**config.mk**
```make
export PLATFORM = sky130hd
export DESIGN_NAME = click_hold_letter_entry
export DESIGN_NICKNAME = d
export VERILOG_FILES = /design/src/chle_pkg.sv /design/src/chle_queue.sv /design/src/chle_front.sv /design/src/chle_back.sv /design/src/click_hold_letter_entry.sv
export VERILOG_INCLUDE_DIRS = /design/src /design/src/src
export SDC_FILE = /design/constraint.sdc
export NUM_CORES = 1
export LEC_CHECK = 0
export ABC_AREA = 0
export BUFFER_PORTS_ARGS = -buffer_cell sky130_fd_sc_hd__buf_2
export CAP_MARGIN = 25
export CORE_MARGIN = 5
export CORE_UTILIZATION = 50
export CTS_BUF_LIST = sky130_fd_sc_hd__clkbuf_8
export DETAILED_ROUTE_END_ITERATION = 16
export GPL_TIMING_DRIVEN = 0
export PLACE_DENSITY = 0.67
export SKIP_CTS_REPAIR_TIMING = 1
export SYNTH_ARGS = -nofsm -noshare
export SYNTH_HDL_FRONTEND = slang
export SYNTH_SLANG_ARGS = --single-unit
```
**constraint.sdc**
```tcl
create_clock -name clk -period 14.4 [get_ports clk]
set_clock_uncertainty 0.2 [all_clocks]
set_input_delay 2.16 -clock clk [delete_from_list [all_inputs] [get_ports clk]]
set_output_delay 2.16 -clock clk [all_outputs]
set_load 0.005 [all_outputs]
```
**src/click_hold_letter_entry_macros.svh**
```systemverilog
// ----------------------------------------------------------------------------
// click_hold_letter_entry_macros.svh
// Assertion macros shared by the letter entry block.
// ----------------------------------------------------------------------------
`ifndef CLICK_HOLD_LETTER_ENTRY_MACROS_SVH
`define CLICK_HOLD_LETTER_ENTRY_MACROS_SVH

// same-cycle implication, checked outside reset
`define CHLE_ASSERT_NOW(lbl, ante, cons, msg) \
  lbl: assert property (@(posedge clk) disable iff (!rst_n) (ante) |-> (cons)) else $error(msg);

// next-cycle implication, checked outside reset
`define CHLE_ASSERT_NEXT(lbl, ante, cons, msg) \
  lbl: assert property (@(posedge clk) disable iff (!rst_n) (ante) |=> (cons)) else $error(msg);

`endif

```
**src/chle_pkg.sv**
```systemverilog
`timescale 1ns / 1ps
// ----------------------------------------------------------------------------
// chle_pkg
// Types, codes and the letter table of the click and hold letter entry block.
// ----------------------------------------------------------------------------
package chle_pkg;

  localparam int CFG_IDX_W  = 4;
  localparam int CFG_DATA_W = 16;

  localparam logic [CFG_IDX_W-1:0] CFG_DEBOUNCE = 4'd0;
  localparam logic [CFG_IDX_W-1:0] CFG_HOLD     = 4'd1;

  localparam logic [15:0] DEBOUNCE_RST = 16'd20;
  localparam logic [15:0] HOLD_RST     = 16'd1000;

  localparam logic [1:0] EV_NONE    = 2'd0;
  localparam logic [1:0] EV_NEXT    = 2'd1;
  localparam logic [1:0] EV_ENTER   = 2'd2;
  localparam logic [1:0] EV_IGNORED = 2'd3;

  localparam logic [2:0] GROUP_NONE  = 3'd0;
  localparam logic [2:0] CURSOR_HIDE = 3'd7;
  localparam logic [2:0] CURSOR_LAST = 3'd6;
  localparam logic [6:0] CHAR_SPACE  = 7'h20;

  typedef struct packed {
    logic       button_level;
    logic [3:0] group_lines;
  } in_item_t;

  typedef struct packed {
    logic [1:0] event_kind;
    logic [6:0] shown_letter;
    logic       letter_shown;
    logic [6:0] entered_char;
    logic [5:0] text_length;
    logic       text_full;
  } out_item_t;

  // classified tick handed from front to back
  typedef struct packed {
    logic [31:0] now;
    logic        level;
    logic [2:0]  sel;
  } tick_t;

  typedef struct packed {
    logic                  valid;
    logic [CFG_IDX_W-1:0]  index;
    logic [CFG_DATA_W-1:0] data;
  } cfg_wr_t;

  // group is 1..4, cursor 0..6
  function automatic logic [6:0] letter_of(input logic [2:0] grp, input logic [2:0] cur);
    logic [6:0] base;
    logic [6:0] res;
    unique case (grp)
      3'd1:    base = 7'h40; // '@' so that '@'+1 is 'A'
      3'd2:    base = 7'h47; // 'G'
      3'd3:    base = 7'h4E; // 'N'
      default: base = 7'h55; // 'U'
    endcase
    if (grp == 3'd1) begin
      res = (cur == 3'd0) ? CHAR_SPACE : base + {4'd0, cur};
    end else if (grp == 3'd4 && cur == CURSOR_LAST) begin
      res = CHAR_SPACE;
    end else begin
      res = base + {4'd0, cur};
    end
    return res;
  endfunction

endpackage

```
**src/chle_queue.sv**
```systemverilog
`timescale 1ns / 1ps
// ----------------------------------------------------------------------------
// chle_queue
// Small first-in first-out buffer of register entries.
// ----------------------------------------------------------------------------
module chle_queue #(
  parameter int WIDTH = 8,
  parameter int DEPTH = 2
) (
  input  logic             clk,
  input  logic             rst_n,
  input  logic             wr_en,
  input  logic [WIDTH-1:0] wr_data,
  output logic             full,
  input  logic             rd_en,
  output logic [WIDTH-1:0] rd_data,
  output logic             empty
);

  localparam int PTR_W = (DEPTH > 1) ? $clog2(DEPTH) : 1;
  localparam int CNT_W = $clog2(DEPTH + 1);

  logic [WIDTH-1:0] mem_r [DEPTH];
  logic [PTR_W-1:0] wr_ptr_r, wr_ptr_nxt;
  logic [PTR_W-1:0] rd_ptr_r, rd_ptr_nxt;
  logic [CNT_W-1:0] cnt_r, cnt_nxt;
  logic             do_wr, do_rd;

  assign full    = (cnt_r == CNT_W'(DEPTH));
  assign empty   = (cnt_r == '0);
  assign do_wr   = wr_en && !full;
  assign do_rd   = rd_en && !empty;
  assign rd_data = mem_r[rd_ptr_r];

  always_comb begin
    wr_ptr_nxt = wr_ptr_r;
    rd_ptr_nxt = rd_ptr_r;
    cnt_nxt    = cnt_r;
    if (do_wr) begin
      wr_ptr_nxt = (wr_ptr_r == PTR_W'(DEPTH - 1)) ? '0 : wr_ptr_r + 1'b1;
    end
    if (do_rd) begin
      rd_ptr_nxt = (rd_ptr_r == PTR_W'(DEPTH - 1)) ? '0 : rd_ptr_r + 1'b1;
    end
    if (do_wr && !do_rd) begin
      cnt_nxt = cnt_r + 1'b1;
    end else if (do_rd && !do_wr) begin
      cnt_nxt = cnt_r - 1'b1;
    end
  end

  always_ff @(posedge clk) begin
    if (!rst_n) begin
      wr_ptr_r <= '0;
      rd_ptr_r <= '0;
      cnt_r    <= '0;
    end else begin
      wr_ptr_r <= wr_ptr_nxt;
      rd_ptr_r <= rd_ptr_nxt;
      cnt_r    <= cnt_nxt;
    end
  end

  always_ff @(posedge clk) begin
    if (do_wr) begin
      mem_r[wr_ptr_r] <= wr_data;
    end
  end

endmodule

```
**src/chle_front.sv**
```systemverilog
`timescale 1ns / 1ps
// ----------------------------------------------------------------------------
// chle_front
// Accepts ticks, stamps each with its time and decodes the group lines.
// ----------------------------------------------------------------------------
module chle_front (
  input  logic              clk,
  input  logic              rst_n,
  input  logic              push,
  input  chle_pkg::in_item_t in_item,
  input  logic              q_full,
  output logic              q_wr,
  output chle_pkg::tick_t   q_tick
);

  logic [31:0] now_r, now_nxt;
  logic [2:0]  sel;

  assign q_wr = push && !q_full;

  // lowest low line wins
  always_comb begin
    priority if (!in_item.group_lines[0]) begin
      sel = 3'd1;
    end else if (!in_item.group_lines[1]) begin
      sel = 3'd2;
    end else if (!in_item.group_lines[2]) begin
      sel = 3'd3;
    end else if (!in_item.group_lines[3]) begin
      sel = 3'd4;
    end else begin
      sel = chle_pkg::GROUP_NONE;
    end
  end

  always_comb begin
    q_tick.now   = now_r;
    q_tick.level = in_item.button_level;
    q_tick.sel   = sel;
    now_nxt      = q_wr ? now_r + 32'd1 : now_r;
  end

  always_ff @(posedge clk) begin
    if (!rst_n) begin
      now_r <= '0;
    end else begin
      now_r <= now_nxt;
    end
  end

endmodule

```
**src/chle_back.sv**
```systemverilog
`timescale 1ns / 1ps
// ----------------------------------------------------------------------------
// chle_back
// Runs the press, release and hold rules on one tick a cycle, while a tick is
// waiting and the result queue has room, and builds the result beat.
// ----------------------------------------------------------------------------
module chle_back #(
  parameter int TEXT_LIMIT = 32
) (
  input  logic               clk,
  input  logic               rst_n,
  input  chle_pkg::cfg_wr_t  cfg_wr,
  input  logic               tick_valid,
  input  chle_pkg::tick_t    tick,
  output logic               tick_pop,
  input  logic               res_full,
  output logic               res_push,
  output chle_pkg::out_item_t res_item
);

  localparam logic [5:0] LIMIT = 6'(TEXT_LIMIT);

  logic [15:0] debounce_r, hold_r;
  logic        last_r, last_nxt;
  logic [31:0] press_r, press_nxt;
  logic [31:0] rel_r, rel_nxt;
  logic        skip_r, skip_nxt;
  logic [2:0]  group_r, group_nxt;
  logic [2:0]  cursor_r, cursor_nxt;
  logic [5:0]  count_r, count_nxt;

  logic        fire;
  logic [31:0] since_rel, since_press;
  logic        press_ok, rel_ok, hold_ok, shown_mid, shown_end;
  logic [1:0]  kind;
  logic [6:0]  entered;

  assign fire     = tick_valid && !res_full;
  assign tick_pop = fire;
  assign res_push = fire;

  assign since_rel   = tick.now - rel_r;
  assign since_press = tick.now - press_r;

  always_comb begin
    group_nxt  = group_r;
    cursor_nxt = cursor_r;
    press_nxt  = press_r;
    rel_nxt    = rel_r;
    skip_nxt   = skip_r;
    count_nxt  = count_r;
    kind       = chle_pkg::EV_NONE;
    entered    = '0;

    // a new group hides the cursor
    if (tick.sel != chle_pkg::GROUP_NONE && tick.sel != group_r) begin
      group_nxt  = tick.sel;
      cursor_nxt = chle_pkg::CURSOR_HIDE;
    end

    press_ok = !tick.level && last_r && (since_rel > {16'd0, debounce_r});
    rel_ok   = tick.level && !last_r && (since_press > {16'd0, debounce_r});
    // a press counted now restarts the timer, so no hold on the same tick
    hold_ok  = !tick.level && !press_ok && (since_press > {16'd0, hold_r});

    if (press_ok) begin
      press_nxt = tick.now;
    end

    if (rel_ok) begin
      if (!skip_r) begin
        if (group_nxt != chle_pkg::GROUP_NONE) begin
          cursor_nxt = (cursor_nxt >= chle_pkg::CURSOR_LAST) ? 3'd0 : cursor_nxt + 3'd1;
          kind       = chle_pkg::EV_NEXT;
        end
      end else begin
        skip_nxt = 1'b0;
      end
      rel_nxt = tick.now;
    end

    shown_mid = (group_nxt != chle_pkg::GROUP_NONE) && (cursor_nxt <= chle_pkg::CURSOR_LAST);

    if (hold_ok) begin
      if (shown_mid) begin
        entered    = chle_pkg::letter_of(group_nxt, cursor_nxt);
        count_nxt  = (count_r < LIMIT) ? count_r + 6'd1 : count_r;
        cursor_nxt = chle_pkg::CURSOR_HIDE;
        kind       = chle_pkg::EV_ENTER;
      end else begin
        kind = chle_pkg::EV_IGNORED;
      end
      skip_nxt  = 1'b1;
      press_nxt = tick.now;
    end

    last_nxt  = tick.level;
    shown_end = (group_nxt != chle_pkg::GROUP_NONE) && (cursor_nxt <= chle_pkg::CURSOR_LAST);

    res_item.event_kind   = kind;
    res_item.shown_letter = shown_end ? chle_pkg::letter_of(group_nxt, cursor_nxt)
                                      : chle_pkg::CHAR_SPACE;
    res_item.letter_shown = shown_end;
    res_item.entered_char = entered;
    res_item.text_length  = count_nxt;
    res_item.text_full    = (count_nxt >= LIMIT);
  end

  always_ff @(posedge clk) begin
    if (!rst_n) begin
      debounce_r <= chle_pkg::DEBOUNCE_RST;
      hold_r     <= chle_pkg::HOLD_RST;
    end else if (cfg_wr.valid) begin
      unique case (cfg_wr.index)
        chle_pkg::CFG_DEBOUNCE: debounce_r <= cfg_wr.data;
        chle_pkg::CFG_HOLD:     hold_r     <= cfg_wr.data;
        default: ; // drop writes beyond the register list
      endcase
    end
  end

  always_ff @(posedge clk) begin
    if (!rst_n) begin
      last_r   <= 1'b1;
      press_r  <= '0;
      rel_r    <= '0;
      skip_r   <= 1'b0;
      group_r  <= chle_pkg::GROUP_NONE;
      cursor_r <= chle_pkg::CURSOR_HIDE;
      count_r  <= '0;
    end else if (fire) begin
      last_r   <= last_nxt;
      press_r  <= press_nxt;
      rel_r    <= rel_nxt;
      skip_r   <= skip_nxt;
      group_r  <= group_nxt;
      cursor_r <= cursor_nxt;
      count_r  <= count_nxt;
    end
  end

endmodule

```
**src/click_hold_letter_entry.sv**
```systemverilog
`timescale 1ns / 1ps
// ----------------------------------------------------------------------------
// click_hold_letter_entry
// Click and hold letter entry: one millisecond tick in, one result beat out.
// ----------------------------------------------------------------------------
// Each input beat is one millisecond tick; every tick yields exactly one
// result beat. The block takes one tick per clock cycle while its queues
// have room: the front stamps and decodes a tick, a two-entry queue passes it
// to the back, which updates all timing and cursor state, and a two-entry
// result queue holds finished beats; a tick and its result are registered
// in turn in the two queues. Configuration writes complete in the cycle they
// are offered (cfg_ready is always high); write only while the block is idle.
// ----------------------------------------------------------------------------
module click_hold_letter_entry #(
  parameter int TEXT_LIMIT = 32
) (
  input  logic                              clk,
  input  logic                              rst_n,
  input  logic                              push,
  input  chle_pkg::in_item_t                in_item,
  output logic                              full,
  output logic                              empty,
  input  logic                              pop,
  output chle_pkg::out_item_t               out_item,
  input  logic                              cfg_valid,
  output logic                              cfg_ready,
  input  logic [chle_pkg::CFG_IDX_W-1:0]    cfg_index,
  input  logic [chle_pkg::CFG_DATA_W-1:0]   cfg_data
);

`include "click_hold_letter_entry_macros.svh"

  localparam int TICK_W = $bits(chle_pkg::tick_t);
  localparam int RES_W  = $bits(chle_pkg::out_item_t);

  chle_pkg::tick_t     fr_tick, bk_tick;
  chle_pkg::out_item_t res_item;
  chle_pkg::cfg_wr_t   cfg_wr;
  logic                fr_wr, tq_full, tq_empty, tq_pop;
  logic                res_full, res_push;

  assign cfg_ready    = 1'b1;
  assign cfg_wr.valid = cfg_valid && cfg_ready;
  assign cfg_wr.index = cfg_index;
  assign cfg_wr.data  = cfg_data;
  assign full         = tq_full;

  chle_front u_front (
    .clk     (clk),
    .rst_n   (rst_n),
    .push    (push),
    .in_item (in_item),
    .q_full  (tq_full),
    .q_wr    (fr_wr),
    .q_tick  (fr_tick)
  );

  chle_queue #(.WIDTH(TICK_W), .DEPTH(2)) u_tick_q (
    .clk     (clk),
    .rst_n   (rst_n),
    .wr_en   (fr_wr),
    .wr_data (fr_tick),
    .full    (tq_full),
    .rd_en   (tq_pop),
    .rd_data (bk_tick),
    .empty   (tq_empty)
  );

  chle_back #(.TEXT_LIMIT(TEXT_LIMIT)) u_back (
    .clk        (clk),
    .rst_n      (rst_n),
    .cfg_wr     (cfg_wr),
    .tick_valid (!tq_empty),
    .tick       (bk_tick),
    .tick_pop   (tq_pop),
    .res_full   (res_full),
    .res_push   (res_push),
    .res_item   (res_item)
  );

  chle_queue #(.WIDTH(RES_W), .DEPTH(2)) u_res_q (
    .clk     (clk),
    .rst_n   (rst_n),
    .wr_en   (res_push),
    .wr_data (res_item),
    .full    (res_full),
    .rd_en   (pop),
    .rd_data (out_item),
    .empty   (empty)
  );

  `CHLE_ASSERT_NOW(a_full_flag, !empty, out_item.text_full == (out_item.text_length == 6'(TEXT_LIMIT)), "text_full disagrees with text_length")
  `CHLE_ASSERT_NOW(a_hidden_space, !empty && !out_item.letter_shown, out_item.shown_letter == chle_pkg::CHAR_SPACE, "hidden cursor shows a letter")
  `CHLE_ASSERT_NOW(a_enter_hides, res_push && res_item.event_kind == chle_pkg::EV_ENTER, !res_item.letter_shown, "cursor still shown after enter")
  `CHLE_ASSERT_NOW(a_back_fire, res_push, tq_pop && !tq_empty && !res_full, "back fired without tick or room")
  `CHLE_ASSERT_NEXT(a_tick_stamp, fr_wr, u_front.now_r == $past(fr_tick.now) + 32'd1, "tick time did not advance")

endmodule
```
==> results of run 1 <==
==> cell families (layout without fill, tap and decap cells) <==
| kind of cell | after synthesis | in the layout | synth area share, % |
|---|---|---|---|
| AO/OA/AOI/OAI | 417 | 417 | 18.4 |
| XOR/XNOR | 89 | 89 | 4.84 |
| adder cells (fa/ha/maj) | 128 | 128 | 10.1 |
| buffers and inverters | 189 | 332 | 4.64 |
| flip-flops | 270 | 270 | 40.9 |
| multiplexers | 80 | 80 | 5.48 |
| other | 1 | 1 | 0.0233 |
| AND/OR/NAND/NOR | 506 | 506 | 15.6 |
==> power breakdown <==
part	switching (mW)	internal, mW	total, mW
combinational	1.45	1.01	2.46
clock	0.319	0.427	0.745
sequential	0.0489	0.968	1.02
==> stage by stage <==
step | setup WS [ns] | utilization, % | cells | power (mW) | area [µm²]
after floorplan | 7.82 | - | 1680 | 2.85 | 16100
after global placement | 6.59 | 53.2 | 2136 | 3.40 | 16900
after detailed placement | 6.48 | 53.5 | 2142 | 3.47 | 17000
after CTS | 6.46 | 56.7 | 2225 | 4.23 | 18000
after global routing | 5.99 | 56.7 | 2225 | 4.59 | 18000
final | 6.56 | 56.7 | 2225 | 4.22 | 18000
==> worst max path at each step <==
stage / startpoint / to / slack, ns / depth (start not counted)
6_report: flop / u_res_q.mem_r[1][18] / 6.56 / 24
5_1_grt: flop / u_res_q.mem_r[0][17] / 5.99 / 26
4_1_cts: flop / u_res_q.mem_r[1][18] / 6.46 / 24
3_5_place_dp: flop / u_res_q.mem_r[0][18] / 6.48 / 24
3_3_place_gp: flop / u_res_q.mem_r[0][17] / 6.59 / 23
2_1_floorplan: flop / u_res_q.mem_r[0][18] / 7.82 / 25
==> cell usage in the layout (no fill, tap or decap), types with 53 or more instances in the layout <==
master,synthesis,routed
o21ai_0,53,53
mux2_2,61,61
dfxtp_1,152,152
nor2_1,55,54
edfxtp_1,118,118
xnor2_1,68,68
ha_1,124,124
buf_2,9,64
inv_1,121,134
a21oi_1,111,111
o211a_1,63,63
nand2_1,200,200
==> critical path, stage by stage, from the launching register on <==
cell	delay, ns
dfxtp_1	0.36
buf_1	0.67
buf_1	0.52
mux2_2	0.48
ha_1	0.37
a21oi_1	0.34
or3b_2	0.50
a21oi_2	0.29
nand2b_1	0.18
nand2b_1	0.07
xor2_1	0.17
ha_1	0.31
nand4_1	0.09
or2_2	0.31
or3_1	0.43
a21oi_1	0.18
nand4_1	0.19
o211ai_4	0.36
o21ai_0	0.30
or2_2	0.39
ha_1	0.29
a21o_1	0.15
a21oi_1	0.16
xnor2_1	0.09
a211oi_1	0.25
==> layout make-up <==
type / count / area (µm²)
Buffer: 68 / 293
Timing Repair Buffer: 60 / 365
Multi-Input combinational cell: 1221 / 8780
Sequential cell: 270 / 6590
Inverter: 121 / 454
Clock inverter: 34 / 324
Tap cell: 402 / 503
Clock buffer: 49 / 674
Fill cell: 2834 / 13700
==> metal layers <==
| layer | up-vias | wire length (µm) | global-route usage (%) |
|---|---|---|---|
| met2 | 270 | 17300 | 34.3 |
| met3 | 56 | 2140 | 3.30 |
| met5 | - | 0 | 0 |
| li1 | 6289 | - | - |
| met1 | 5825 | 17400 | 28.6 |
| met4 | 0 | 897 | 6.20 |
==> registers in the layout, summed over array words and instances (netlist names), named ones only <==
register	count
u_res_q.rd_ptr_r	1
u_res_q.mem_r	46
u_front.now_r	32
u_back.press_r	32
u_back.count_r	6
u_tick_q.mem_r	72
u_tick_q.rd_ptr_r	1
u_back.skip_r	1
u_tick_q.wr_ptr_r	1
u_res_q.wr_ptr_r	1
u_back.group_r	3
u_back.cursor_r	3
u_tick_q.cnt_r	2
u_back.last_r	1
u_back.debounce_r	16
u_res_q.cnt_r	2
u_back.rel_r	32
u_back.hold_r	16
==> summary by stage, run 1 <==
Logic synthesis
Of the synthesized area, sequential elements account for 40.9%. The fraction of post-synthesis cell area in the top cell type by area is around 22%. By area the synthesized netlist is led by edfxtp_1 22%, dfxtp_1 19%, ha_1 9.6%.

A synthesized cell averages approximately 9.6 µm². Synthesis inferred 270 register bits. The commonest cells after synthesis are 200 x nand2_1, 152 x dfxtp_1, 124 x ha_1, 121 x inv_1, 118 x edfxtp_1. Summing every instance area after synthesis gives 16100 µm². The number of nets in the synthesized netlist is roughly 1800. Summed over all instances, the cell type with the most area after synthesis is edfxtp_1. Yosys mapped a number of flops with a built-in enable equal to between 100 and 150. The share of async-settable or async-resettable flops after synthesis is 0%. Among all cell types in the netlist, the one instantiated most often is nand2_1. The count of different cell masters after synthesis is 80. Counting every instance in the synthesized netlist gives ~1700. The most used flip-flop cell after synthesis is dfxtp_1. The synthesis warning total is 0.

Setup path
Measured in cells, the most critical reg-to-reg path has a length of 24. The class of the most critical setup path is reg2reg. The worst setup path is captured at a flop. STA classifies the critical path startpoint as a flop. The end of the worst register-to-register path is u_res_q.mem_r[1][18]. STA puts the critical path data arrival time at 8.01 ns. Across all register-to-register paths, the minimum setup slack is approximately 6.6 ns. Of all nets on the critical path, the largest fanout is 10.

The required time at the worst-slack endpoint is approximately 15 ns.

Status
The run finished with clean final reports.

Placed design
The final weighted congestion in routability-driven placement is 0.920. Detailed placement finished with a half-perimeter wire length of a little under 30000 µm. During placement, the flow inserted port buffers numbering between 50 and 60.

Global route
The first-pass GRT wire length is 61900 µm. The number of global-route vias before repair is around 12000. Global routing consumed, over all layers together, 20.9% of the routing resources.

The leftover overflow at the end of global routing is 0. The number of antenna violations at the first check in global routing came to 2. Entering global routing, the biggest net connects 36 pins.

Power
IR analysis of the VDD net gives a maximum drop of 0.0963 mV. The static power due to leakage is slightly below 8 nW. The areal power density over the cells is roughly 230 nW/µm².

Floorplanning
The floorplan step set the die width to ~190 µm. The die covers ~36000 µm². Row generation in the floorplan step produced 65 rows. The core area is 31700 µm². The I/O pin count is between 50 and 60. The initial standard-cell utilization of the core is 50.8%.

The height of the die is between 150 and 200 µm.

Drt
The count of unresolved DRC violations after routing is 0. The first TritonRoute pass finished after 6 iterations. The post-detailed-route via-to-cell ratio is 5.59.

The DRC violation total after the first TritonRoute iteration is approximately 710. The detailed-route via count is around 12000. After detailed routing, the average wire length per cell comes to 16.9 µm. The routed wire length is about 38000 µm. The final antenna-violating net count is 0.

Timing
Setup repair after global routing left no endpoint under its margin. The final-report max-slew violation count is 0. The final setup violation count is 0. The worst path uses between 50 and 60% of the clock period. For the final routed database, the setup TNS stands at 0 ns. The upper clock frequency limit is approximately 0.13 GHz.

At the pin with the least slew margin, the transition time is about 0.96 ns. The worst relative slew slack is between 30% and 40%. The tightest hold path in the finished design has a slack of ~0.27 ns. The final hold violation count is 0. The final critical-path required period is slightly below 8 ns.

Min path
The worst hold path terminates at u_back.debounce_r[14]. The number of cells traversed by the worst hold path is 2. The path class of the lowest-slack min-delay path is reg2reg. In this run the most critical hold path is launched from u_back.debounce_r[14].

Clock tree
The number of clock sinks is between 200 and 300. The number of levels the H-tree was split into is 2. Counting the buffers created by CTS gives 45. Clock latency on the worst-skew pair, taken at its later pin, is 0.58 ns. The clock-pin slew of the registers on the worst-case setup and hold paths is about 0.060 ns.

The tree is rooted in a clkbuf_8. The CTS tree is built. The worst-case clock buffer depth is 3.

Final layout
The layout cell share with drive strength beyond 1 is 12.7%. For this run, the post-layout net count is 1945. From synthesis to final layout, the design area changed by 11.7%. The repair_antennas step left the layout with diodes totalling 0.

Flow run
The count of max-cap constraint violations is 0.
No activity file was read; power rests on OpenSTA's default activity.
==> inputs of run 2 (changes only) <==
Settings changed: ABC_AREA 0 to 1, PLACE_DENSITY 0.67 to 0.66.
Clock period 14.4 ns to 7.7 ns, I/O delays scaled along.
==> run 2 against run 1 <==
Compared with the run above: register-to-register slack worse by 5.6 ns; flip-flop and latch count unchanged; core utilization down 0.23 points.
==> summary by stage, run 2 <==
Clock tree
The number of clock sinks is 270 (unchanged). The number of levels the H-tree was split into is 2 (unchanged). The root buffer cell chosen for the clock tree is clkbuf_8.

The CTS tree is built. The later-pin clock latency in the skew report is 0.58 ns (about the same). The number of buffers created by CTS is 47 (+4.4%).

The worst-case clock buffer depth is 3 (unchanged). The clock-pin slew of the registers on the worst-case setup and hold paths is 0.06 ns (about the same).

Drt
The routed length per placed instance came to 15.5 µm (-8.3%). The first-pass iteration count of the detailed router was 5 (-1). The final antenna-violating net count was 0 (unchanged). The count of unresolved DRC violations after routing is 0 (unchanged). The DRC violation total after the first TritonRoute iteration was 999 (+42%). The detailed-route via count is 14600 (+17%). The post-detailed-route via-to-cell ratio is 5.25 (-6.1%). The routed wire length came to 43100 µm (+14%).

Global route
The number of global-route vias before repair is 13800 (+13%). The leftover overflow at the end of global routing is 0 (unchanged). The number of antenna violations at the first check in global routing is 1 (-1). The maximum number of pins on one net before global-route repair is 33 (-8.3%). The first-pass GRT wire length is 69100 µm (+12%). The global routing usage summed across all routing layers came to 23.3% (+2.4 points).

Logic synthesis
The count of flip-flops with a built-in enable after synthesis is 118 (unchanged). The number of instances in the synthesized netlist is 2187 (+30%). The share of async-settable or async-resettable flops after synthesis is 0% (unchanged). The number of synthesized register bits is 270 (unchanged). Yosys attributes the largest share of cell area to edfxtp_1 21%, dfxtp_1 18%, nand2_1 11%. The post-synthesis instance area is 16700 µm² (+3.4%).

The count of different cell masters after synthesis is 53 (-34%). Ranked by instance count, the synthesized netlist is headed by 483 x nand2_1, 366 x inv_1, 216 x a21oi_1, 170 x nor2_1, 160 x o21ai_0. The synthesized area per cell came to 7.61 µm² (-21%).

The most instantiated flip-flop cell in the synthesis netlist is dfxtp_1. The biggest area contributor in the post-synthesis netlist is edfxtp_1. The fraction of post-synthesis cell area in the top cell type by area came to 21.3% (-0.73 points). The synthesis warning total was 0 (unchanged). The most common cell in the synthesized netlist is nand2_1. The number of nets in the synthesized netlist is 2345 (+28%). The share of the yosys chip area belonging to registers is 39.6% (-1.3 points).

Power
The fraction of power spent switching nets came to 49.2% (+6.1 points). The power dissipated by switching net loads came to 4.44 mW (+140%). The peak supply drop is 0.149 mV (+55%). The static power due to leakage is 8.35 nW (+8.2%). The logic gate share of total power is 64.1% (+5.9 points).

The part of the power in registers is 22.3% (-1.8 points). The clock power share is 13.6% (-4.1 points). The internal power consumption is 4.59 mW (+91%). The areal power density over the cells is 489 nW/µm² (+110%).

Floorplanning
The initial standard-cell utilization of the core is 50.9% (+0.15 points). The height of the die is 192 µm (+1.6%). The area of the die is 37100 µm² (+3.2%). The core area is 32700 µm² (+3.1%).

The total number of placement rows is 66 (+1.5%). The die span in x came to 192 µm (+1.6%). The I/O pin count is 57 (unchanged).

Timing
The total negative slack for setup checks is 0 ns (unchanged). The slew at the pin closest to its max-slew limit is 1.02 ns (+0.0624 ns). The final hold violation count is 0 (unchanged).

The final setup violation count is 0 (unchanged). The upper clock frequency limit is 0.149 GHz (+17%). Setup repair after global routing left no endpoint under its margin.

The final-report max-slew violation count came to 0 (unchanged). The worst relative slew slack is 32.1% (-2.5 points). The period utilization came to 87.2% (+33 points).

The final critical-path required period is 6.72 ns (-1.13 ns).

Final layout
The number of filler cells placed in the layout is 3155 (+11%). The flip-flop count of the largest register after layout was 72 (unchanged). The core occupancy in the finished layout is 56.5% (-0.23 points).

The layout cell share with drive strength beyond 1 is 9.61% (-3.1 points). The final net count is 2453 (+26%). The number of antenna repair diodes is 0 (unchanged).

The largest registers in the layout are u_tick_q.mem_r: 72 flops, u_res_q.mem_r: 46 flops. In the layout the commonest cells are 483 x nand2_1, 382 x inv_1, 216 x a21oi_1. The commonest non-fill, non-tap cell in the layout is nand2_1. Counting flops per register, the top entry is u_tick_q.mem_r. From synthesis to final layout, the design area changed by 10.9%.

Placed design
The final weighted congestion in routability-driven placement is 0.925 (+0.54%). The detailed-placement wirelength estimate came to 34100 µm (+18%). The number of port buffers is 55 (+1.9%).

Setup path
The worst endpoint data arrival time is 6.83 ns (-1.18 ns). The required time at the worst-slack endpoint was 7.82 ns (-6.75 ns). The worst setup path is of the reg2reg kind.

The largest fanout on the critical path is 10 (unchanged). STA classifies the critical path endpoint as a flop. The slowest stage cell on the critical path is clkbuf_1. The delay of the slowest cell on the worst path is 0.54 ns (-0.13 ns).

The cell type with the highest occurrence count on the critical path is nand2_1. The startpoint kind of the worst setup timing path is a flop. Grouping stages by cell kind, the critical path spends the most delay in simple AND/OR/NAND/NOR gates. The count of buffering cells on the critical path with inverters included came to 7 (+5).

Min path
The path class of the lowest-slack min-delay path is reg2reg.

Flow run
The count of max-cap constraint violations is 0 (unchanged).

Status
The flow ran to the end, and the final reports show no timing, DRC or antenna violations.
-- run 2: cell types whose count changed in the layout (fill, tap and decap cells not counted), moves of 62 or more --
cell | previous run | this run
a21oi_1 | 111 | 216
o211a_1 | 63 | 1
inv_1 | 134 | 382
nor2_1 | 54 | 166
nand2_1 | 200 | 483
xnor2_1 | 68 | 5
o21ai_0 | 53 | 160
-- run 2: power by group through the flow --
| stage | Clock [mW] | Sequential [mW] | Combinational (mW) |
|---|---|---|---|
| after detailed placement | 0 | 2.05 | 5.70 |
| after global placement | 0 | 2.04 | 5.53 |
| after CTS | 1.26 | 2.02 | 5.74 |
| final | 1.23 | 2.02 | 5.79 |
| after floorplan | 0 | 2.02 | 4.23 |
| after global routing | 1.32 | 2.05 | 6.59 |
-- run 2: final timing paths --
check,start,to,slack (ns),cells past startpoint
max reg2reg,flop,u_res_q.mem_r[1][19],0.98,31
min reg2reg,u_back.rel_r[11],u_back.rel_r[11],0.26,2
min,u_back.rel_r[11],u_back.rel_r[11],0.26,2
max,flop,u_res_q.mem_r[1][19],0.98,31
-- run 2: cell families (layout without fill, tap and decap cells) --
kind of cell / Yosys count / count (layout) / synth area share [%]
compound gates: 417 / 417 / 13.2
xor+xnor: 44 / 44 / 2.31
fa+ha+maj: 128 / 128 / 9.80
buf+inv: 422 / 566 / 9.66
flops: 270 / 270 / 39.6
mux: 53 / 53 / 3.58
other cells: 1 / 1 / 0.0225
simple gates: 852 / 852 / 21.9
-- run 2: tightest hold or removal path, stage by stage (launching register included) --
cell and delay [ns]:
dfxtp_1 0.30, inv_1 0.06, a21oi_1 0.05
-- run 2: metal layers --
| layer | vias up | part of all wire, % | track usage [%] |
|---|---|---|---|
| met5 | - | 0 | 0 |
| met4 | 0 | 2.3 | 6.23 |
| met3 | 84 | 5.0 | 2.95 |
| met2 | 349 | 45 | 37.2 |
| met1 | 6728 | 48 | 33.5 |
| li1 | 7401 | - | - |
-- run 2: cell type report --
type	instances	area, µm²	share of cell area [%]
plain buffers	45	194	1.05
clock buffers	53	729	3.95
clock inverters	32	150	0.813
inverters	377	1420	7.66
multi-input cells	1495	8480	45.9
flip-flops and latches	270	6590	35.7
well taps	442	553	3.00
repair buffers	59	358	1.94
-- run 2: through the flow --
| step | total power, mW | cell area (µm²) | hold WS [ns] | instances | worst slack (ns) |
|---|---|---|---|---|---|
| floorplan | 6.25 | 16700 | 0.226 | 2187 | 2.29 |
| global placement | 7.57 | 17500 | 0.237 | 2684 | 1.08 |
| detailed placement | 7.75 | 17600 | 0.249 | 2688 | 1.04 |
| CTS | 9.01 | 18500 | 0.258 | 2773 | 1.00 |
| global route | 9.97 | 18500 | 0.274 | 2773 | 0.471 |
| finish | 9.03 | 18500 | 0.256 | 2773 | 0.985 |
